[config.mk]
export PLATFORM = sky130hd
export DESIGN_NAME = bvh_ram
export DESIGN_NICKNAME = d
export VERILOG_FILES = /design/src/rtl/core/binomial_valuation_histogram_unit_defines.svh /design/src/rtl/core/bvh_ram.sv
export SDC_FILE = /design/constraint.sdc
export NUM_CORES = 2
export LEC_CHECK = 0
export BUFFER_PORTS_ARGS = -buffer_cell sky130_fd_sc_hd__buf_2
export CORE_MARGIN = 2
export CORE_UTILIZATION = 44
export CTS_CLUSTER_SIZE = 30
export DETAILED_ROUTE_END_ITERATION = 8
export MAX_ROUTING_LAYER = met4
export SYNTH_ARGS = -nofsm -noshare
export SYNTH_HDL_FRONTEND = slang
export SYNTH_MEMORY_MAX_BITS = 65536
export SYNTH_SLANG_ARGS = --single-unit
[constraint.sdc]
create_clock -name clk -period 8.6 [get_ports clk]
set_input_delay 2.58 -clock clk [delete_from_list [all_inputs] [get_ports clk]]
set_output_delay 2.58 -clock clk [all_outputs]
set_load 0.05 [all_outputs]
[src/rtl/core/binomial_valuation_histogram_unit_defines.svh]
// assertion macros used by the top-level rtl file
`ifndef BINOMIAL_VALUATION_HISTOGRAM_UNIT_DEFINES_SVH
`define BINOMIAL_VALUATION_HISTOGRAM_UNIT_DEFINES_SVH

// expression that must hold at every edge out of reset
`define BVH_ASSERT_ALWAYS(lbl, expr, msg) \
	lbl: assert property (@(posedge clk) disable iff (!arst_n) (expr)) else $error(msg);

// consequent that must hold in the same cycle as the antecedent
`define BVH_ASSERT_IMPL(lbl, ante, cons, msg) \
	lbl: assert property (@(posedge clk) disable iff (!arst_n) (ante) |-> (cons)) else $error(msg);

`endif

[src/rtl/core/bvh_ram.sv]
`default_nettype none

module bvh_ram #(
	parameter int WIDTH = 64,
	parameter int DEPTH = 65
) (
	input  wire logic                     clk,
	input  wire logic                     we,
	input  wire logic [$clog2(DEPTH)-1:0] waddr,
	input  wire logic [WIDTH-1:0]         wdata,
	input  wire logic [$clog2(DEPTH)-1:0] raddr,
	output logic      [WIDTH-1:0]         rdata
);

	logic [WIDTH-1:0] mem_q [DEPTH];

	always_ff @(posedge clk) begin
		if (we) begin
			mem_q[waddr] <= wdata;
		end
		rdata <= mem_q[raddr];
	end

endmodule

`default_nettype wire

---- Word level (Yosys, flattened, before mapping) ----
Memories as Yosys holds them, arrays and structs flattened. A register that Yosys moved wholly into a read port is not among the register bits.
Cells that the tools add are included.
storage, ports and cells
  ROM bits ................................ 0
  register bits ........................... 0
  output and inout bits ................... 64
  bits in latches ......................... 0
  input bits .............................. 80
  memories kept ........................... 1
  RAM bits ................................ 4160
operators by class
  muxes and demuxes ....................... 2
  equality and inequality tests ........... 0
  bitwise operators ....................... 0
  shifts and indexed selects .............. 0
  reduce and logical (&&, ||, !) cells .... 0
  add/sub/neg operators ................... 0
  div/mod/pow operators ................... 0
  multiply operators ...................... 0
  order comparisons ....................... 0
memories
  memory  words  width  read ports  clocked after Yosys merged registers in  wr ports  line           RTL
  mem_q   65     64     1           1                                        1         bvh_ram.sv:15  logic [WIDTH-1:0] mem_q [DEPTH];
operators with widths
  operator           count
  two-way mux 1 bit  2

---- Longest topological paths before layout ----
  depth in word-level cells ............... 2
  depth in mapped cells ................... 10
  mapped depth without buffers ............ 6

---- Least setup slack after synthesis ----
No wires, ideal clock.
  kind .................................... input -> register
  from .................................... input port we
  to ...................................... memory mem_q[20][0] (enable)
  data arrival time ....................... 7520 ps
  buffers on the path ..................... 1
  setup time .............................. 565 ps
  required time ........................... 8035 ps
  setup slack ............................. 515 ps
  stages on the path ...................... 3
  cells stage by stage .................... clkbuf_1 > nand3_1 > nor3_1
between the ends
  cells in the longest elaborated chain, start to end .. 2
RTL lines
  what                                     line           RTL
  from (decl)                              bvh_ram.sv:8   input wire logic we,
  two-way mux 1 bit                        bvh_ram.sv:18  if (we) begin
  two-way mux 1 bit (not written as such)  bvh_ram.sv:19  mem_q[waddr] <= wdata;
  to (decl)                                bvh_ram.sv:15
No other way between the ends.

==> metrics list <==
- The number of clock buffers added by TritonCTS is 415.
- Area added between synthesis and finish: 13.1%
* Gate Count Post-Synth: 7470
- Static timing analysis puts the maximum clock frequency at 197 MHz.
- Slew Limit Headroom: 9.19%
- Of all nets on the critical path, the largest fanout is 43.
* Later-pin clock latency in the skew report: 0.97 ns
- In this design, the critical path's most frequently occurring cell is sky130_fd_sc_hd__buf_4.
* Global router's overall resource usage: 24.8%
- In this run the count of I/O pins placed on the die edge is 144.
- Via count of the first global-routing pass: 79.3k
* Signal arrival time at the worst endpoint: 5.96 ns
- Met1 Use GR: 33.0%
- The analysis attributes to cell leakage a power of 57.8 nW.
- In this run the biggest area consumer among cell types represents 78.2% of the synthesized area.
- Traced cell by cell, the critical path runs through buf_6 -> buf_4 -> and2_4 -> buf_4 -> a22oi_1 -> o21ai_0 -> a221o_1.
- Pwr per Cell Area: 235 nW/um^2
* Half-perimeter wire length after detailed placement: 238 mm
- Buffers placed on the I/O ports in this run total 143.
- Cell depth of the worst hold path: 3
* EDFF count, synth: 4160
* Setup repair after global routing missed its margin: no
- The analysis attributes to net switching a power of 9.08 mW.
- The floorplan has 221 rows.
* Number of nets with antenna violations after routing: 0
- CTS built an H-tree with a depth of 5.
- Yosys mapped the design onto 40 distinct sky130hd cell types.
- Clock root buffer: sky130_fd_sc_hd__clkbuf_16
- By area the synthesized netlist is led by sky130_fd_sc_hd__edfxtp_1 (78%), sky130_fd_sc_hd__mux4_2 (9.0%), sky130_fd_sc_hd__mux2i_1 (5.2%).
- STA classifies the critical path endpoint as a flop.
- Proportion of synthesized chip area in sequential cells: 79.0%
* Post-Route Skew: 0.0508 ns
* Setup Total Neg Slack: 0 ns
- Width of the die: 606 um
* Main flop type after synthesis: sky130_fd_sc_hd__edfxtp_1
- Destination of the worst register-to-register timing path: rdata[45]
- Slew @ Worst Pin: 1.36 ns
* Cell accounting for the most synthesized area: sky130_fd_sc_hd__edfxtp_1
- The worst setup path is of the input port to flop kind.
- Switching portion of total power: 21.4%
* Total placed instance area: 167000 sq um
- Of the cells placed in the final design, the portion with a size suffix greater than 1 is 21.5%.
- After clock tree synthesis, the clock-pin slew on the worst setup and hold paths is 0.06 ns.
- The number of hold-slack violations in the final timing report was 0.
- Syn nets: 7550
- Max-slew violation total from the final report: 0
* Synth Warn #: 0
- The tightest min-delay check is of the flop to flop type.
- Setup violations remaining at the end of the flow were counted as 0.
* Post-CTS Setup Inserts: 0
- The worst-case IR drop observed on VDD is 0.176 mV.
- Internal cell power: 33.4 mW
* Gate power share: 4.5%
- The worst path in the final design needs a cycle of 5.07 ns, including I/O delays and setup.
* Vias post-DR: 80.1k
- Critical register-to-register path startpoint: mem_q[50][45]
- Largest net degree at the start of global routing: 117
- GR Overflow Total: 0
- DRC Markers: 0
- Outcome: complete, no violations
- Die outline area: 368000 sq um
- After filler insertion, the fill cell instance count of the layout stands at 28.6k.
* Average wire per cell in the routed design: 34.3 um
* Worst-case hold path end point: rdata[10]
- Most numerous cell types in the synthesized netlist: sky130_fd_sc_hd__edfxtp_1 (4160), sky130_fd_sc_hd__mux2i_1 (832), sky130_fd_sc_hd__mux4_2 (640)
- Flop-to-flop setup slack: 6.13 ns
- Met2 Use GR: 39.5%
- Number of antenna violations at the first check in global routing: 30
- In the post-synthesis netlist, the cell with the most instances is sky130_fd_sc_hd__edfxtp_1.
- Post-DR vias/cell: 6.16
- Number of instances resized during post-cts repair: 0
- Worst endpoint required time: 9.49 ns
* Most Crowded Layer GR: met2
* First DRT Iteration DRCs: 9423
- First-pass iteration count of the detailed router: 6
- Of all flip-flops after synthesis, the portion carrying an async set or reset was 0%.
- STA classifies the critical path startpoint as an input port.
- Cell with the biggest individual delay on the critical path: sky130_fd_sc_hd__buf_4
- Counting flops and latches in the post-synthesis netlist gives 4224.
- After synthesis, the mean cell area works out to 21.4 sq um.
- The tree built by TritonCTS fans out to 4224 sinks.
- CORE AREA: 362000 sq um
* Final GP Congestion: 0.826
- Measured along the y axis, the die boundary spans 606 um.
- Summing every instance area after synthesis gives 160000 sq um.
- Registers are responsible for 53.7% of the overall power.
* Number of buffers inserted by hold repair at cts: 0
- Of the available clock period, the critical path in the final layout requires 58.9%.
- Number of cells on the worst reg-to-reg path: 6
- Final Instance Area: 181000 sq um
* Global-route wire length before repair: 621 mm
- Clk network pwr share: 41.8%
- Summed over all layers, the routed wires come to 447 mm.
- TritonCTS clock tree: yes
- Final net count: 7918
- For this run, global-route usage on met3 was measured as 3.91%.
* Number of buffers on the longest clock path: 4
- MaxCap Viol Count: 0
* Initial core utilization: 44.1%
* Biggest cell delay along the critical path: 0.80 ns
- Critical hold path startpoint: mem_q[64][10]
-- cell type report --
type | instances | area [sq um] | share of cell area (%)
repair buffers | 390 | 3060 | 1.69
well taps | 4794 | 6000 | 3.32
flip-flops and latches | 4224 | 126000 | 69.9
clock inverters | 230 | 2130 | 1.18
multi-input cells | 2807 | 32000 | 17.7
clock buffers | 539 | 11100 | 6.17
diodes | 23 | 57.6 | 0.0319
-- critical path: cells and delay by family --
family	cells	cell delay [ns]
compound gates	3	0.89
simple gates	1	0.47
buf+inv	3	1.93
-- layout by cell type, fill, tap and decap left out, drive strengths merged, types with 2 or more instances in the layout --
master and instances:
mux2 64, nand2 136, nand2b 3, dfxtp 64, nor3 9, and2 2, a221o 64, nor2 126
edfxtp 4160, nor4 63, o22ai 65, buf 390, a21oi 65, mux2i 832, nand4bb 3, o21ai 257
clkbuf 539, diode 23, a22oi 128, bufinv 29, a31oi 63, nand4b 3, o221ai 126, inv 11
nand3 10, clkinvlp 15, mux4 640, nand4 2, clkinv 175, nor2b 9, a221oi 128
-- how the worst max path moves through the flow --
stage / from / depth (start not counted) / end / slack, ns
final: raddr[1] / 7 / rdata[14] / 3.53
after global routing: raddr[0] / 7 / rdata[37] / 3.46
after CTS: raddr[2] / 8 / rdata[19] / 3.60
after detailed placement: raddr[2] / 8 / rdata[19] / 2.55
after global placement: raddr[2] / 8 / rdata[19] / 2.56
after floorplan: we / 3 / mem_q[20][0] / 0.52
-- power groups by stage --
stage | logic, mW | registers (mW) | clock network, mW
global route | 2.01 | 22.8 | 18.8
CTS | 1.92 | 22.8 | 18.0
detailed placement | 1.92 | 23.2 | 0
floorplan | 0.991 | 23.3 | 0
global placement | 1.88 | 23.2 | 0
finish | 1.90 | 22.8 | 17.8
-- kinds of logic after synthesis --
family          count (synthesis)  synth area share [%]
compound gates                897                  3.91
buf+inv                       439                  1.31
flops                        4224                  79.0
mux                          1536                  14.7
simple gates                  374                  1.07
-- per-layer routing --
metal | wire [um] | up-vias | part of all wire, %
met2 | 217000 | 3538 | 49
met5 | 0 | - | 0
li1 | - | 32300 | -
met1 | 179000 | 43700 | 40
met4 | 15600 | 0 | 3.5
met3 | 34500 | 649 | 7.7
-- flip-flops by register name, summed over array words and instances (netlist names) --
name and count:
rdata 64, mem_q 4160
-- per-stage QoR --
stage	instances	utilization [%]	power [mW]	setup WS (ns)	hold slack (ns)
5_1_grt	13000	49.9	43.6	3.46	0.776
6_report	13000	49.9	42.5	3.53	0.733
2_1_floorplan	7470	-	24.3	0.515	0.608
3_3_place_gp	12200	46.2	25.1	2.56	0.684
4_1_cts	13000	49.9	42.7	3.60	0.729
3_5_place_dp	12200	46.2	25.1	2.55	0.707
(Power assumes the default switching activity.)
