## src/rtl/core/binomial_valuation_histogram_unit_defines.svh

```systemverilog
// assertion macros used by the top-level rtl file
`ifndef BINOMIAL_VALUATION_HISTOGRAM_UNIT_DEFINES_SVH
`define BINOMIAL_VALUATION_HISTOGRAM_UNIT_DEFINES_SVH

// expression that must hold at every edge out of reset
`define BVH_ASSERT_ALWAYS(lbl, expr, msg) \
	lbl: assert property (@(posedge clk) disable iff (!arst_n) (expr)) else $error(msg);

// consequent that must hold in the same cycle as the antecedent
`define BVH_ASSERT_IMPL(lbl, ante, cons, msg) \
	lbl: assert property (@(posedge clk) disable iff (!arst_n) (ante) |-> (cons)) else $error(msg);

`endif

```

## src/rtl/core/bvh_pkg.sv

```systemverilog
`default_nettype none

package bvh_pkg;

	localparam int DIGIT_W    = 8;
	localparam int K_W        = 6;
	localparam int CNT_W      = 64;
	localparam int HIST_DEPTH = 65;
	localparam int ADDR_W     = 7;
	localparam int OUT_DATA_W = 72;

	localparam logic [K_W-1:0] MAX_K = 6'd63;

	typedef enum logic [2:0] {
		ST_IDLE,
		ST_DIV,
		ST_SWEEP,
		ST_DRAIN,
		ST_EMIT
	} state_t;

	// one read issued into the update pipeline
	typedef struct packed {
		logic           valid;
		logic [K_W-1:0] k;
		logic           is_top;     // k equals the current digit index
		logic           step_zero;  // first digit of the item
	} upd_tag_t;

	typedef struct packed {
		logic [K_W-1:0]   valuation;
		logic [CNT_W-1:0] count;
		logic             last;
	} result_t;

endpackage

`default_nettype wire

```

## src/rtl/core/bvh_update.sv

```systemverilog
`default_nettype none

module bvh_update
	import bvh_pkg::*;
(
	input  wire logic                clk,
	input  wire logic                arst_n,
	input  wire upd_tag_t            tag,
	input  wire logic [DIGIT_W-1:0]  digit,
	input  wire logic [DIGIT_W-1:0]  base,
	input  wire logic [CNT_W-1:0]    nb_rdata,
	input  wire logic [CNT_W-1:0]    bw_rdata,
	output logic                     busy,
	output logic                     nb_we,
	output logic      [ADDR_W-1:0]   nb_waddr,
	output logic      [CNT_W-1:0]    nb_wdata,
	output logic                     bw_we,
	output logic      [ADDR_W-1:0]   bw_waddr,
	output logic      [CNT_W-1:0]    bw_wdata
);

	upd_tag_t         tag_s1;
	logic             valid_s2, valid_s3;
	logic [K_W-1:0]   k_s2, k_s3;
	logic [CNT_W-1:0] c0_s2, c0_s3;
	logic [CNT_W-1:0] sum_s2;
	logic [CNT_W-1:0] pnb_s3, pbw_s3;
	logic [CNT_W-1:0] c0, c1;

	// entry at the current digit index was never written this item
	always_comb begin
		if (tag_s1.is_top) begin
			c0 = {{(CNT_W-1){1'b0}}, tag_s1.step_zero};
		end else begin
			c0 = nb_rdata;
		end
		c1 = (tag_s1.k == '0) ? '0 : bw_rdata;
	end

	always_ff @(posedge clk or negedge arst_n) begin
		if (!arst_n) begin
			tag_s1   <= '0;
			valid_s2 <= 1'b0;
			valid_s3 <= 1'b0;
		end else begin
			tag_s1   <= tag;
			valid_s2 <= tag_s1.valid;
			valid_s3 <= valid_s2;
		end
	end

	always_ff @(posedge clk) begin
		k_s2   <= tag_s1.k;
		c0_s2  <= c0;
		sum_s2 <= c0 + c1;
		k_s3   <= k_s2;
		c0_s3  <= c0_s2;
		pnb_s3 <= sum_s2 * CNT_W'(digit);
		pbw_s3 <= sum_s2 * CNT_W'(base - digit);
	end

	// nb' = c0 + d*(c0+c1), bw'[k+1] = (p-d)*(c0+c1) - c0
	assign nb_we    = valid_s3;
	assign nb_waddr = {1'b0, k_s3};
	assign nb_wdata = c0_s3 + pnb_s3;
	assign bw_we    = valid_s3;
	assign bw_waddr = ADDR_W'(k_s3) + 1'b1;
	assign bw_wdata = pbw_s3 - c0_s3;

	assign busy = tag_s1.valid | valid_s2 | valid_s3;

endmodule

`default_nettype wire

```

## config.mk

```make
export PLATFORM = sky130hd
export DESIGN_NAME = bvh_update
export DESIGN_NICKNAME = d
export VERILOG_FILES = /design/src/rtl/core/binomial_valuation_histogram_unit_defines.svh /design/src/rtl/core/bvh_pkg.sv /design/src/rtl/core/bvh_update.sv
export SDC_FILE = /design/constraint.sdc
export NUM_CORES = 2
export LEC_CHECK = 0
export BUFFER_PORTS_ARGS = -buffer_cell sky130_fd_sc_hd__buf_2
export CAP_MARGIN = 15
export CORE_ASPECT_RATIO = 1.5
export CORE_MARGIN = 3
export CORE_UTILIZATION = 50
export CTS_CLUSTER_DIAMETER = 120
export DETAILED_ROUTE_END_ITERATION = 7
export GPL_TIMING_DRIVEN = 1
export PLACE_DENSITY_LB_ADDON = 0.2
export SLEW_MARGIN = 20
export SYNTH_ARGS = -nofsm -noshare
export SYNTH_HDL_FRONTEND = slang
export SYNTH_SLANG_ARGS = --single-unit
```

## constraint.sdc

```tcl
create_clock -name clk -period 6.7 [get_ports clk]
set_input_delay 0.67 -clock clk [delete_from_list [all_inputs] [get_ports clk]]
set_output_delay 0.67 -clock clk [all_outputs]
set_load 0.01 [all_outputs]
```

# Word-level counts from Yosys, hierarchy flattened
# Index checks and enable logic that the tools add are counted.
totals:
  register_bits: 343
  output_inout_bits: 145
  in_bits: 155
classes:
  n_reduce_logical: 1
  mul: 2
  bitwise_logic: 2
  addsub: 5
  mux: 2
op_table:
  columns: ["operator", "n"]
  rows:
  - ["$add 64x64->64", 2]
  - ["$mux 64", 2]
  - ["$mul 64x8->64", 1]
  - ["$mul 64x9->64", 1]
  - ["$sub 64x64->64", 1]
  - ["$sub 8x8->9", 1]
  - ["$add 6x1->7 const B", 1]
  - ["$logic_not 6->1", 1]
  - ["$or 1x1->1", 2]

# Longest topological paths before layout
depth:
  word_depth: 3
  depth_mapped: 35
  mapped_depth_nobuf: 32

# Least setup slack after synthesis
# Ideal clock, no wire load.
synth_path:
  path_kind: "input port to flip-flop"
  startpoint: "input digit[1]"
  endpoint: "register pbw_s3[49]"
  setup_slack_ns: -1.468
  setup_ns: 0.072
  arrival_ns: 8.097
  path_stages: 34
  path_cell_list: "clkbuf_1 -> clkbuf_1 -> inv_1 -> ha_1 -> nor2b_1 -> o21ai_1 -> nand2b_1 -> a21o_1 -> a21o_1 -> a21o_1 -> a21oi_1 -> xnor2_1 -> clkbuf_1 -> clkbuf_1 -> nand2_1 -> fa_1 -> fa_1 -> inv_1 -> fa_1 -> fa_1 -> inv_1 -> fa_1 -> inv_1 -> ha_1 -> a21oi_1 -> o21ai_1 -> a21oi_1 -> a211oi_1 -> a211o_1 -> a31oi_1 -> o41ai_1 -> a21oi_1 -> o21ai_1 -> xor2_1"
synth_via:
  elab_chain_cells: 2
synth_lines:
  columns: ["element", "line_no", "text"]
  rows:
  - ["start: declaration", "bvh_update.sv:9", "input wire logic [DIGIT_W-1:0] digit,"]
  - ["$sub 8x8->9", "bvh_update.sv:59", "pbw_s3 <= sum_s2 * CNT_W'(base - digit);"]
  - ["$mul 64x9->64", "bvh_update.sv:59", null]
  - ["end signal: assignment", "bvh_update.sv:59", null]
  - ["end: declaration", "bvh_update.sv:27", "logic [CNT_W-1:0] pnb_s3, pbw_s3;"]
# Every way passes these cells.

# Worst setup path after layout
layout_path:
  startpoint: "input base[0]"
  endpoint: "register pbw_s3[61]"
layout_via:
  elab_chain_cells: 2
layout_lines:
  columns: ["element", "line_no", "text"]
  rows:
  - ["start: declaration", "bvh_update.sv:10", "input wire logic [DIGIT_W-1:0] base,"]
  - ["$sub 8x8->9", "bvh_update.sv:59", null]
  - ["$mul 64x9->64", "bvh_update.sv:59", null]
# Every way passes these cells.

==> impl_metrics.json <==
{
  "arrival_ps": 7350,
  "synth-seq-area-share_pct": 14.1,
  "synth_nets": 6832,
  "worstHoldPathType": "primary input to flip-flop",
  "synth_area_leaders": "fa_1 (31%), dfxtp_1 (14%), ha_1 (10%)",
  "first_pass_iters": 6,
  "ctsHtreeMaxLevel": 2,
  "ios": 300,
  "period_needed_ps": 6860,
  "routed_wl_um": 160000,
  "clk_path_buf_depth": 3,
  "portBuffers": 298,
  "synth_seq_cells": 343,
  "failed_checks": "negative setup slack",
  "synth_area_leader_cell": "fa_1",
  "worst_slack_ps": -163,
  "drc": 0,
  "synth-edff-count": 0,
  "yosysWarnings": 0,
  "finalSetupViolCount": 18,
  "fin_crit_sh_pct": 102,
  "synth_ff_type": "dfxtp_1",
  "max-cap-violations": 0,
  "track_usage_pct": 31.6,
  "drtIter0Drc": 2317,
  "dr_total_vias": 41700,
  "rsz0062_at_grt": "yes",
  "dp_hpwl_um": 134000,
  "grt_max_degree": 56,
  "drtAntennaViolNets": 0,
  "grt_pass1_vias": 44300,
  "crit_required_ps": 7180,
  "slew_violations": 0,
  "insertion_delay_ps": 600,
  "synth_cell_types": 80,
  "crit_fanout": 4,
  "num_rows": 140,
  "cpMostUsedCell": "fa_1",
  "die_area_um2": 102000,
  "clk_pin_slew_ps": 60,
  "outcome": "complete, but fails checks",
  "routedWlPerCell_um": 21.6,
  "syn_inst": 5521,
  "slew_headroom_pct": 26.0,
  "nNetsFinal": 7407,
  "critical_path_class": "primary input to flip-flop",
  "fin_util_pct": 59.8,
  "gr-total-overflow": 0,
  "grt_first_pass_wirelength_um": 244000,
  "fmax_mhz": 146,
  "die-width_um": 262,
  "slowest_stage": "fa_1",
  "initial_utilization_pct": 50.5,
  "cts_tree": "yes",
  "fp.dieH_um": 390,
  "worstMarginPinSlew_ps": 1100,
  "end_kind": "flip-flop",
  "hold_violations": 0,
  "synth_area_per_cell_um2": 8.89,
  "nFillCells": 8627,
  "drive_gt1_share_pct": 17.3,
  "cp-start-kind": "primary input",
  "cts_sinks": 343,
  "core-area_um2": 97200,
  "gp_congestion": 0.964,
  "syn_to_final_growth_pct": 18.3,
  "clk_root_buffer_cell": "clkbuf_16",
  "numCtsBuffers": 39,
  "skew_ps": 19.1,
  "async_flop_share_pct": 3.21,
  "critPathMaxStageDelay_ps": 530,
  "synth_top_area_share_pct": 30.8,
  "antenna_found_initial": 1,
  "vias_per_cell": 5.63,
  "syn_area_um2": 49100
}
[layout by cell type, fill, tap and decap left out, types with 10 or more instances in the layout]
cell type | netlist | layout
a211oi_1 | 43 | 38
a21o_1 | 210 | 209
a21oi_1 | 316 | 291
a21oi_2 | 1 | 19
a31oi_1 | 28 | 23
and2_1 | 549 | 541
and3_1 | 40 | 39
buf_12 | 0 | 27
buf_2 | 2 | 295
buf_4 | 2 | 443
buf_6 | 0 | 14
clkbuf_16 | 0 | 43
dfrtp_1 | 11 | 10
dfxtp_1 | 332 | 332
fa_1 | 756 | 739
fa_2 | 0 | 17
ha_1 | 400 | 352
ha_4 | 0 | 47
inv_1 | 586 | 580
nand2_1 | 545 | 538
nand2b_1 | 161 | 161
nand3_1 | 68 | 66
nand4_1 | 49 | 49
nor2_1 | 219 | 214
nor2b_1 | 113 | 112
nor3_1 | 44 | 42
o211ai_1 | 15 | 15
o21a_1 | 34 | 34
o21ai_0 | 117 | 111
o21ai_1 | 58 | 52
o21ai_2 | 1 | 12
o21bai_1 | 59 | 57
o31a_1 | 11 | 11
o31ai_1 | 12 | 10
or3_1 | 12 | 10
xnor2_1 | 228 | 216
xor2_1 | 86 | 83
[logic make-up after synthesis]
logic type	Yosys count	share of synthesized area [%]
and+or+nand+nor	1849	19.5
adders and majority gates	1156	41.0
AOI/OAI and AO/OA	1016	13.3
buffers and inverters	840	6.44
DFF	343	14.1
xor gates and xnor gates	315	5.65
other	1	0.00764
muxes	1	0.0229
[worst paths after layout]
check / startpoint / endpoint / slack [ps] / cells after the start
max: base[0] / pbw_s3[61]$_DFF_P_ / -160 / 33
min: tag[1] / tag_s1[1]$_DFF_PN0_ / 190 / 1
max reg2reg: sum_s2[6]$_DFF_P_ / pnb_s3[63]$_DFF_P_ / 320 / 22
min reg2reg: c0_s2[50]$_DFF_P_ / c0_s3[50]$_DFF_P_ / 320 / 0
max in group asynchronous: arst_n / tag_s1[1]$_DFF_PN0_ / 6000 / 2
min in group asynchronous: arst_n / tag_s1[0]$_DFF_PN0_ / 480 / 2
[cell type report]
class                      count  area (um2)  area share [%]
multi-input combinational   4338       40400            69.5
sequential                   343        6920            11.9
inverter                     587        2210            3.81
clock buffer                  48        1070            1.84
tap                         1278        1600            2.75
antenna                        1        2.50         0.00431
timing repair buffer         787        5680            9.78
clock inverter                22         251           0.433
[registers in the layout (all words and copies together) (netlist names)]
| name | count |
|---|---|
| k_s3 | 6 |
| pnb_s3 | 64 |
| valid_s2 | 1 |
| k_s2 | 6 |
| c0_s2 | 64 |
| bw_we | 1 |
| c0_s3 | 64 |
| tag_s1 | 9 |
| pbw_s3 | 64 |
| sum_s2 | 64 |
[synth_stat cells (all sizes together) (40+ instances only)]
library cell / n
nand2: 545
xor2: 86
nor2: 219
dfxtp: 332
nand4: 49
fa: 756
xnor2: 228
clkbuf: 248
ha: 400
a211oi: 43
and2: 549
nand3: 68
inv: 587
nor3: 44
o21ai: 176
a21o: 210
o21bai: 60
a21oi: 317
and3: 40
nor2b: 113
nand2b: 161
[per-stage QoR]
step	TNS, ps	setup WS [ps]	cells	hold WS, ps	area, um2
after floorplan	-8010	-645	5521	310	49500
after global placement	-30110	-861	7306	310	55300
after detailed placement	-32250	-946	7306	312	55300
after CTS	-442	-111	7383	155	57000
after global routing	-6880	-402	7403	171	58100
final	-839	-163	7404	187	58100
[metal layers]
layer / track usage [%] / part of all wire (%) / vias to the layer above
met1: 31.7 / 33 / 20700
met2: 58.1 / 52 / 1340
li1: - / - / 19000
met5: 0 / 0.0069 / -
met4: 25.4 / 10 / 2
met3: 3.46 / 4.3 / 599
[critical path: cells and delay by family]
| family | cells | cell delay (ps) |
|---|---|---|
| adder cells (fa/ha/maj) | 8 | 3080 |
| AO/OA/AOI/OAI | 14 | 2420 |
| buffers and inverters | 7 | 560 |
| AND/OR/NAND/NOR | 3 | 470 |
| XOR/XNOR | 1 | 90 |
[timing repair]
item	CTS	global route
hold buffers	1	0
setup buffers	4	19
pin swaps	16	63
setup endpoints to repair	25	40
cloned	2	5
resized for setup	34	150
endpoints found under the hold margin	11	0
Power is not shown: default switching activity piles up to over one toggle a cycle in this logic, so the estimate is an artifact.
