<file path="config.mk">
export PLATFORM = sky130hd
export DESIGN_NAME = bvh_digit_div
export DESIGN_NICKNAME = d
export VERILOG_FILES = /design/src/rtl/core/binomial_valuation_histogram_unit_defines.svh /design/src/rtl/core/bvh_pkg.sv /design/src/rtl/core/bvh_digit_div.sv
export SDC_FILE = /design/constraint.sdc
export NUM_CORES = 1
export LEC_CHECK = 0
export BUFFER_PORTS_ARGS = -buffer_cell sky130_fd_sc_hd__clkbuf_2
export CAP_MARGIN = 20
export CORE_UTILIZATION = 38
export DETAILED_ROUTE_END_ITERATION = 16
export GPL_TIMING_DRIVEN = 0
export PLACE_DENSITY_LB_ADDON = 0.15
export SYNTH_ARGS = -nofsm -noshare
export SYNTH_HDL_FRONTEND = slang
export SYNTH_SLANG_ARGS = --single-unit
</file>
<file path="constraint.sdc">
create_clock -name clk -period 50.1 [get_ports clk]
set_clock_uncertainty 0.2 [all_clocks]
set_input_delay 5.01 -clock clk [delete_from_list [all_inputs] [get_ports clk]]
set_output_delay 5.01 -clock clk [all_outputs]
set_load 0.01 [all_outputs]
</file>
<file path="src/rtl/core/binomial_valuation_histogram_unit_defines.svh">
// assertion macros used by the top-level rtl file
`ifndef BINOMIAL_VALUATION_HISTOGRAM_UNIT_DEFINES_SVH
`define BINOMIAL_VALUATION_HISTOGRAM_UNIT_DEFINES_SVH

// expression that must hold at every edge out of reset
`define BVH_ASSERT_ALWAYS(lbl, expr, msg) \
	lbl: assert property (@(posedge clk) disable iff (!arst_n) (expr)) else $error(msg);

// consequent that must hold in the same cycle as the antecedent
`define BVH_ASSERT_IMPL(lbl, ante, cons, msg) \
	lbl: assert property (@(posedge clk) disable iff (!arst_n) (ante) |-> (cons)) else $error(msg);

`endif

</file>
<file path="src/rtl/core/bvh_pkg.sv">
`default_nettype none

package bvh_pkg;

	localparam int DIGIT_W    = 8;
	localparam int K_W        = 6;
	localparam int CNT_W      = 64;
	localparam int HIST_DEPTH = 65;
	localparam int ADDR_W     = 7;
	localparam int OUT_DATA_W = 72;

	localparam logic [K_W-1:0] MAX_K = 6'd63;

	typedef enum logic [2:0] {
		ST_IDLE,
		ST_DIV,
		ST_SWEEP,
		ST_DRAIN,
		ST_EMIT
	} state_t;

	// one read issued into the update pipeline
	typedef struct packed {
		logic           valid;
		logic [K_W-1:0] k;
		logic           is_top;     // k equals the current digit index
		logic           step_zero;  // first digit of the item
	} upd_tag_t;

	typedef struct packed {
		logic [K_W-1:0]   valuation;
		logic [CNT_W-1:0] count;
		logic             last;
	} result_t;

endpackage

`default_nettype wire

</file>
<file path="src/rtl/core/bvh_digit_div.sv">
`default_nettype none

module bvh_digit_div
	import bvh_pkg::*;
#(
	parameter int VALUE_BITS = 64
) (
	input  wire logic                  clk,
	input  wire logic                  arst_n,
	input  wire logic                  start,
	input  wire logic                  load,
	input  wire logic [VALUE_BITS-1:0] value,
	input  wire logic [DIGIT_W-1:0]    base,
	output logic                       busy,
	output logic      [DIGIT_W-1:0]    digit,
	output logic                       quot_zero
);

	localparam int DIV_STEPS = (VALUE_BITS + 7) / 8;
	localparam int DIV_W     = DIV_STEPS * 8;
	localparam int STEP_W    = $clog2(DIV_STEPS + 1);

	logic [DIV_W-1:0]   quot_q;
	logic [DIGIT_W-1:0] rem_q;
	logic [STEP_W-1:0]  step_q;
	logic [DIV_W-1:0]   quot_d;
	logic [DIGIT_W-1:0] rem_d;
	logic [7:0]         qbyte;

	// eight restoring steps, most significant bit first
	always_comb begin
		logic [DIGIT_W:0] rem9;
		rem_d = rem_q;
		qbyte = '0;
		for (int b = 0; b < 8; b++) begin
			rem9 = {rem_d, quot_q[DIV_W-1-b]};
			if (rem9 >= {1'b0, base}) begin
				rem9 = rem9 - {1'b0, base};
				qbyte[7-b] = 1'b1;
			end
			rem_d = rem9[DIGIT_W-1:0];
		end
		quot_d = (quot_q << 8) | DIV_W'(qbyte);
	end

	always_ff @(posedge clk or negedge arst_n) begin
		if (!arst_n) begin
			step_q <= '0;
		end else if (start) begin
			step_q <= STEP_W'(DIV_STEPS);
		end else if (step_q != '0) begin
			step_q <= step_q - 1'b1;
		end
	end

	always_ff @(posedge clk) begin
		if (start) begin
			rem_q <= '0;
			if (load) begin
				quot_q <= DIV_W'(value);
			end
		end else if (step_q != '0) begin
			rem_q  <= rem_d;
			quot_q <= quot_d;
		end
	end

	assign busy      = (step_q != '0);
	assign digit     = rem_q;
	assign quot_zero = (quot_q == '0);

endmodule

`default_nettype wire

</file>
Word-level counts from Yosys, hierarchy flattened --
Index checks and enable logic that the tools add are counted.
Word-level totals: register bits 76, input port bits 76, output and inout bits 10, logic and storage cells 47
Operators by class: $add $sub $neg 9, magnitude comparators 8, eq/ne operators 1, multiplexer cells 21, bitwise operators 1, reduce and logical (&&, ||, !) cells 4
Operators by type and width (number):
- $mux W64 | 3
- $ge A9 B8 Y1 | 8
- $logic_not A64 Y1 | 1
- $mux W8 | 8
- $or A64 B8 Y64 | 1
- $sub A8 B8 Y8 | 8
- $mux W1 | 8
- $mux W4 | 2
- $reduce_bool A4 Y1 | 1
- $sub A4 B1 Y4 const B | 1
- $ne A2 B1 Y1 const B | 1
- $reduce_and A2 Y1 | 1
- $reduce_bool A2 Y1 | 1

Longest topological paths before layout --
word-level depth 19, mapped depth 87, mapped depth without buffers 83

Worst setup path after synthesis --
Ideal clock, no wire load.
kind input to register, start point in base[6], end point reg rem_q[0], in the netlist digit[0], library setup time 0.079 ns, arrival time 21.905 ns, required time 49.821 ns, path slack 27.916 ns, stages 83, path through inv_1 -> ha_1 -> a21o_1 -> a211oi_1 -> nand2_1 -> o21ai_0 -> inv_1 -> ha_1 -> nor2b_1 -> o31a_1 -> o21ai_0 -> nor2_1 -> or4_4 -> buf_6 -> mux2_2 -> inv_1 -> ha_1 -> nor2b_1 -> [47 not listed] -> a221o_1 -> buf_6 -> buf_2 -> a21oi_1 -> ha_1 -> nor2b_1 -> o21ai_0 -> a21boi_0 -> o21ai_0 -> a21boi_0 -> o21ai_0 -> o211ai_1 -> a21oi_1 -> o21ai_0 -> a211oi_1 -> mux2i_4 -> mux2_4 -> a211oi_2
On the way: word-level cells in the longest chain between the ends 16
RTL lines:
- start, declared | line bvh_digit_div.sv:13 | input wire logic [DIGIT_W-1:0] base,
- $sub A8 B8 Y8 / $ge A9 B8 Y1 (equally long branches) | line bvh_digit_div.sv:38, bvh_digit_div.sv:37
- $mux W8 | line bvh_digit_div.sv:37 | if (rem9 >= {1'b0, base}) begin
- $sub A8 B8 Y8 / $ge A9 B8 Y1 (equally long branches) | line bvh_digit_div.sv:38, bvh_digit_div.sv:37
- $mux W8 | line bvh_digit_div.sv:37
- $ge A9 B8 Y1 / $sub A8 B8 Y8 (equally long branches) | line bvh_digit_div.sv:37, bvh_digit_div.sv:38
- $mux W8 | line bvh_digit_div.sv:37
- $sub A8 B8 Y8 / $ge A9 B8 Y1 (equally long branches) | line bvh_digit_div.sv:38, bvh_digit_div.sv:37
- $mux W8 | line bvh_digit_div.sv:37
- $sub A8 B8 Y8 / $ge A9 B8 Y1 (equally long branches) | line bvh_digit_div.sv:38, bvh_digit_div.sv:37
- $mux W8 | line bvh_digit_div.sv:37
- $sub A8 B8 Y8 / $ge A9 B8 Y1 (equally long branches) | line bvh_digit_div.sv:38, bvh_digit_div.sv:37
- $mux W8 | line bvh_digit_div.sv:37
- $sub A8 B8 Y8 / $ge A9 B8 Y1 (equally long branches) | line bvh_digit_div.sv:38, bvh_digit_div.sv:37
- $mux W8 | line bvh_digit_div.sv:37
- $ge A9 B8 Y1 (*) | line bvh_digit_div.sv:37
- $mux W8 (*) | line bvh_digit_div.sv:37
- end signal, assigned | line bvh_digit_div.sv:63 | rem_q <= rem_d;
- end, declared | line bvh_digit_div.sv:24 | logic [DIGIT_W-1:0] rem_q;
Mark *: on every way between the ends. The rest lies on a longest branch, timed or not. A chain may end at the register's enable or synchronous reset.

Worst setup path in the final report --
start point in base[1], end point reg rem_q[0], in the netlist digit[0]
On the way: word-level cells in the longest chain between the ends 16
RTL lines (line):
- $sub A8 B8 Y8 / $ge A9 B8 Y1 (equally long branches) | bvh_digit_div.sv:38, bvh_digit_div.sv:37
- $mux W8 | bvh_digit_div.sv:37
- $sub A8 B8 Y8 / $ge A9 B8 Y1 (equally long branches) | bvh_digit_div.sv:38, bvh_digit_div.sv:37
- $mux W8 | bvh_digit_div.sv:37
- $sub A8 B8 Y8 / $ge A9 B8 Y1 (equally long branches) | bvh_digit_div.sv:38, bvh_digit_div.sv:37
- $mux W8 | bvh_digit_div.sv:37
- $sub A8 B8 Y8 / $ge A9 B8 Y1 (equally long branches) | bvh_digit_div.sv:38, bvh_digit_div.sv:37
- $mux W8 | bvh_digit_div.sv:37
- $sub A8 B8 Y8 / $ge A9 B8 Y1 (equally long branches) | bvh_digit_div.sv:38, bvh_digit_div.sv:37
- $mux W8 | bvh_digit_div.sv:37
- $sub A8 B8 Y8 / $ge A9 B8 Y1 (equally long branches) | bvh_digit_div.sv:38, bvh_digit_div.sv:37
- $mux W8 | bvh_digit_div.sv:37
- $sub A8 B8 Y8 / $ge A9 B8 Y1 (equally long branches) | bvh_digit_div.sv:38, bvh_digit_div.sv:37
- $mux W8 | bvh_digit_div.sv:37
- $ge A9 B8 Y1 (*) | bvh_digit_div.sv:37
- $mux W8 (*) | bvh_digit_div.sv:37
Marks and branches as above.

==> out/metrics.csv <==
stage,metric,value,unit
timing,final setup TNS,0,ns
timing,final hold vios,0,
floorplanning,core box area,0.0173,mm2
timing,final period utilization,0.510,
timing,unrepaired setup endpoints after global routing,no,
layout,Final Non-Filler Cells,980,
cts,total CTS buffers,9,
synthesis,Post-synth ARST share,0.0526,
setup_path,CP endpoint kind,flop,
setup_path,crit path kind,in2reg,
drt,routed via count,5388,
synthesis,Synth Instances,653,
drt,"antenna viol nets, final",0,
drt,Met1 Wirelength,8070,um
setup_path,Worst Path Required,50.16,ns
setup_path,Worst R2R Setup Slack,29.63,ns
floorplanning,Die ar.,0.0183,mm2
setup_path,Crit Path Max Fanout,10,
setup_path,Max stage delay on crit path,0.66,ns
global_routing,gr usage total,0.204,
drt,Highest Signal Layer,met4,
placement,Place WS,24.36,ns
setup_path,Crit-path slowest cell,a221oi_1,
setup_path,critical path's top delay family,compound AO/OA/AOI/OAI gates,
synthesis,Mean Syn Cell Area,10.3,um2
timing,Worst-Margin Slew,0.804,ns
timing,Finish-stage setup viols,0,
global_routing,initial antenna violation count,0,
placement,detailed placement HPWL,14200,um
setup_path,worst path bufs/invs,9,
drt,Initial DRC Count,259,
global_routing,first-pass GRT wire length,28600,um
run_status,run status,completed,
drt,overall routed net length,17700,um
global_routing,vias in the first global route,5467,
cts,"Hold-fix buffers, CTS",0,
cts,post_cts resized,0,
floorplanning,DIE HEIGHT,135,um
synthesis,Synth warnings,0,
cts,htree depth,3,
timing,Period minus WS final,25.57,ns
drt,DR WL met2,8710,um
setup_path,WP data arrival,25.64,ns
global_routing,gr ovfl total,0,
timing,setup ws final,24.53,ns
setup_path,Startpoint Class,primary input,
drt,TritonRoute pass-1 iters,5,
cts,CTS tree,yes,
setup_path,CP dominant cell by count,o21ai_0,
drt,mean routed wirelength per cell,18.1,um
synthesis,Cell variety after synth,65,
cts,worst skew pair latency,0.34,ns
global_routing,largest net degree at the start of global routing,25,
synthesis,net count after synthesis,802,
cts,CTS sink cnt,76,
timing,fin. max-slew vios,0,
floorplanning,row count,48,
layout,# diodes,0,
floorplanning,initial core utilization,0.390,
placement,Port-buffer cells,84,
cts,Setup Buffers After CTS,0,
synthesis,count of state elements after synthesis,76,
cts,worst-case clock buffer depth,2,
layout,final core occ,0.451,
placement,RD Place Congestion,0.890,
synthesis,ys flop type,edfxtp_1,
synthesis,Post-Syn Area,0.00674,mm2
drt,DR vias/cell,5.50,
floorplanning,Chip Width,135,um
cts,clk slew on worst S/H paths,0.06,ns
placement,dpl cells,964,
layout,layout cells sized above 1,0.281,
timing,Slew HR,0.464,
hold_path,Hold WC Path Type,reg2reg,
run,MaxCap Viol Count,0,
synthesis,sequential share of the synthesized area,0.324,
cts,clock root buffer,clkbuf_16,
synthesis,"EDFF count, synth",64,
timing,fmax,0.0391,GHz
drt,DRC,0,
floorplanning,# IOs,86,
layout,area grow syn2layout,15.6,%
drt,met3 wire len,760,um
layout,Nets,899,
sequential cells by signal, indices dropped and copies added, names as in the netlist:
name / flops
digit: 8
quot_q: 64
step_q: 4
cells in the final DEF, fill, tap and decap left out, types with 5 or more instances in the layout:
cell type	netlist	routed
nor4_1	18	18
clkbuf_2	0	84
a21o_1	15	15
nand3_1	10	10
o21a_1	7	7
clkbuf_16	0	9
mux2i_1	15	15
fa_1	8	8
xor2_1	11	11
ha_1	65	65
nor2_1	35	35
a211oi_1	7	7
nor3_1	5	5
inv_1	41	41
mux2_2	92	92
nand4_1	13	13
edfxtp_1	64	64
o21ai_0	30	30
nand2b_1	16	16
xnor2_1	27	27
clkbuf_1	6	6
dfxtp_1	8	8
nand2_1	36	36
a21oi_1	34	33
nor2b_1	15	15
kinds of logic (layout without fill, tap and decap cells):
group	count (synthesis)	in the layout	synth area share
AO/OA/AOI/OAI	134	134	0.135
flip-flops	76	76	0.324
adder cells (fa/ha/maj)	73	73	0.144
AND/OR/NAND/NOR	168	168	0.129
XOR/XNOR	38	38	0.0494
multiplexers	110	110	0.184
buffers and inverters	54	156	0.0341
cell type report:
cell class,instances,area (um2)
Clock inverter,7,58.8
Timing Repair Buffer,86,475
Multi-Input combinational cell,523,4340
Clock buffer,9,225
Fill cell,1657,9500
Tap cell,225,282
Inverter,41,154
Buffer,13,76.3
Sequential cell,76,2180
metal layers:
layer  up-vias  global-route usage
li1       2664                   -
met1      2596               0.262
met2       119               0.351
met3         9              0.0348
met4         0              0.0531
met5         -                   0
worst register-to-register path: cells and delay by family, from the launching register on:
kind            cells  cell delay [ns]
flops               1             0.39
fa+ha+maj           8             2.31
buf+inv             7             0.78
compound gates     45            11.11
mux                 7             2.62
simple gates       16             3.00
through the flow:
stage	area, um2	hold WS, ns
4_1_cts	7790	0.329
3_3_place_gp	7440	0.314
6_report	7790	0.325
5_1_grt	7790	0.365
3_5_place_dp	7510	0.320
2_1_floorplan	6740	0.307
synth_stat cells, drive strengths merged, types with 8 or more instances:
cell type / instances / area [um2]
fa: 8 / 160
dfxtp: 8 / 160
xor2: 11 / 96.3
nand3: 10 / 50.1
a21o: 15 / 113
ha: 65 / 813
a21oi: 35 / 179
nor2: 35 / 131
nor2b: 15 / 93.8
nand2b: 16 / 100
nand4: 13 / 81.3
xnor2: 27 / 236
nand2: 36 / 135
a211oi: 9 / 85.1
mux2: 94 / 1070
edfxtp: 64 / 1920
inv: 41 / 154
nor4: 18 / 113
o21ai: 30 / 150
mux2i: 16 / 173
worst paths after layout:
path | startpoint | end | depth (start not counted)
worst max-delay path | base[1] | digit[0] | 85
worst min-delay path | digit[3] | digit[3] | 2
worst max register to register | digit[3] | digit[0] | 83
worst min register to register | digit[3] | digit[3] | 2
max in group asynchronous | arst_n | step_q[0] | 1
min in group asynchronous | arst_n | step_q[2] | 1
Power is left out: the tool's default activity adds up to more than one toggle a clock period on the data nets, which glitch-free logic cannot reach.
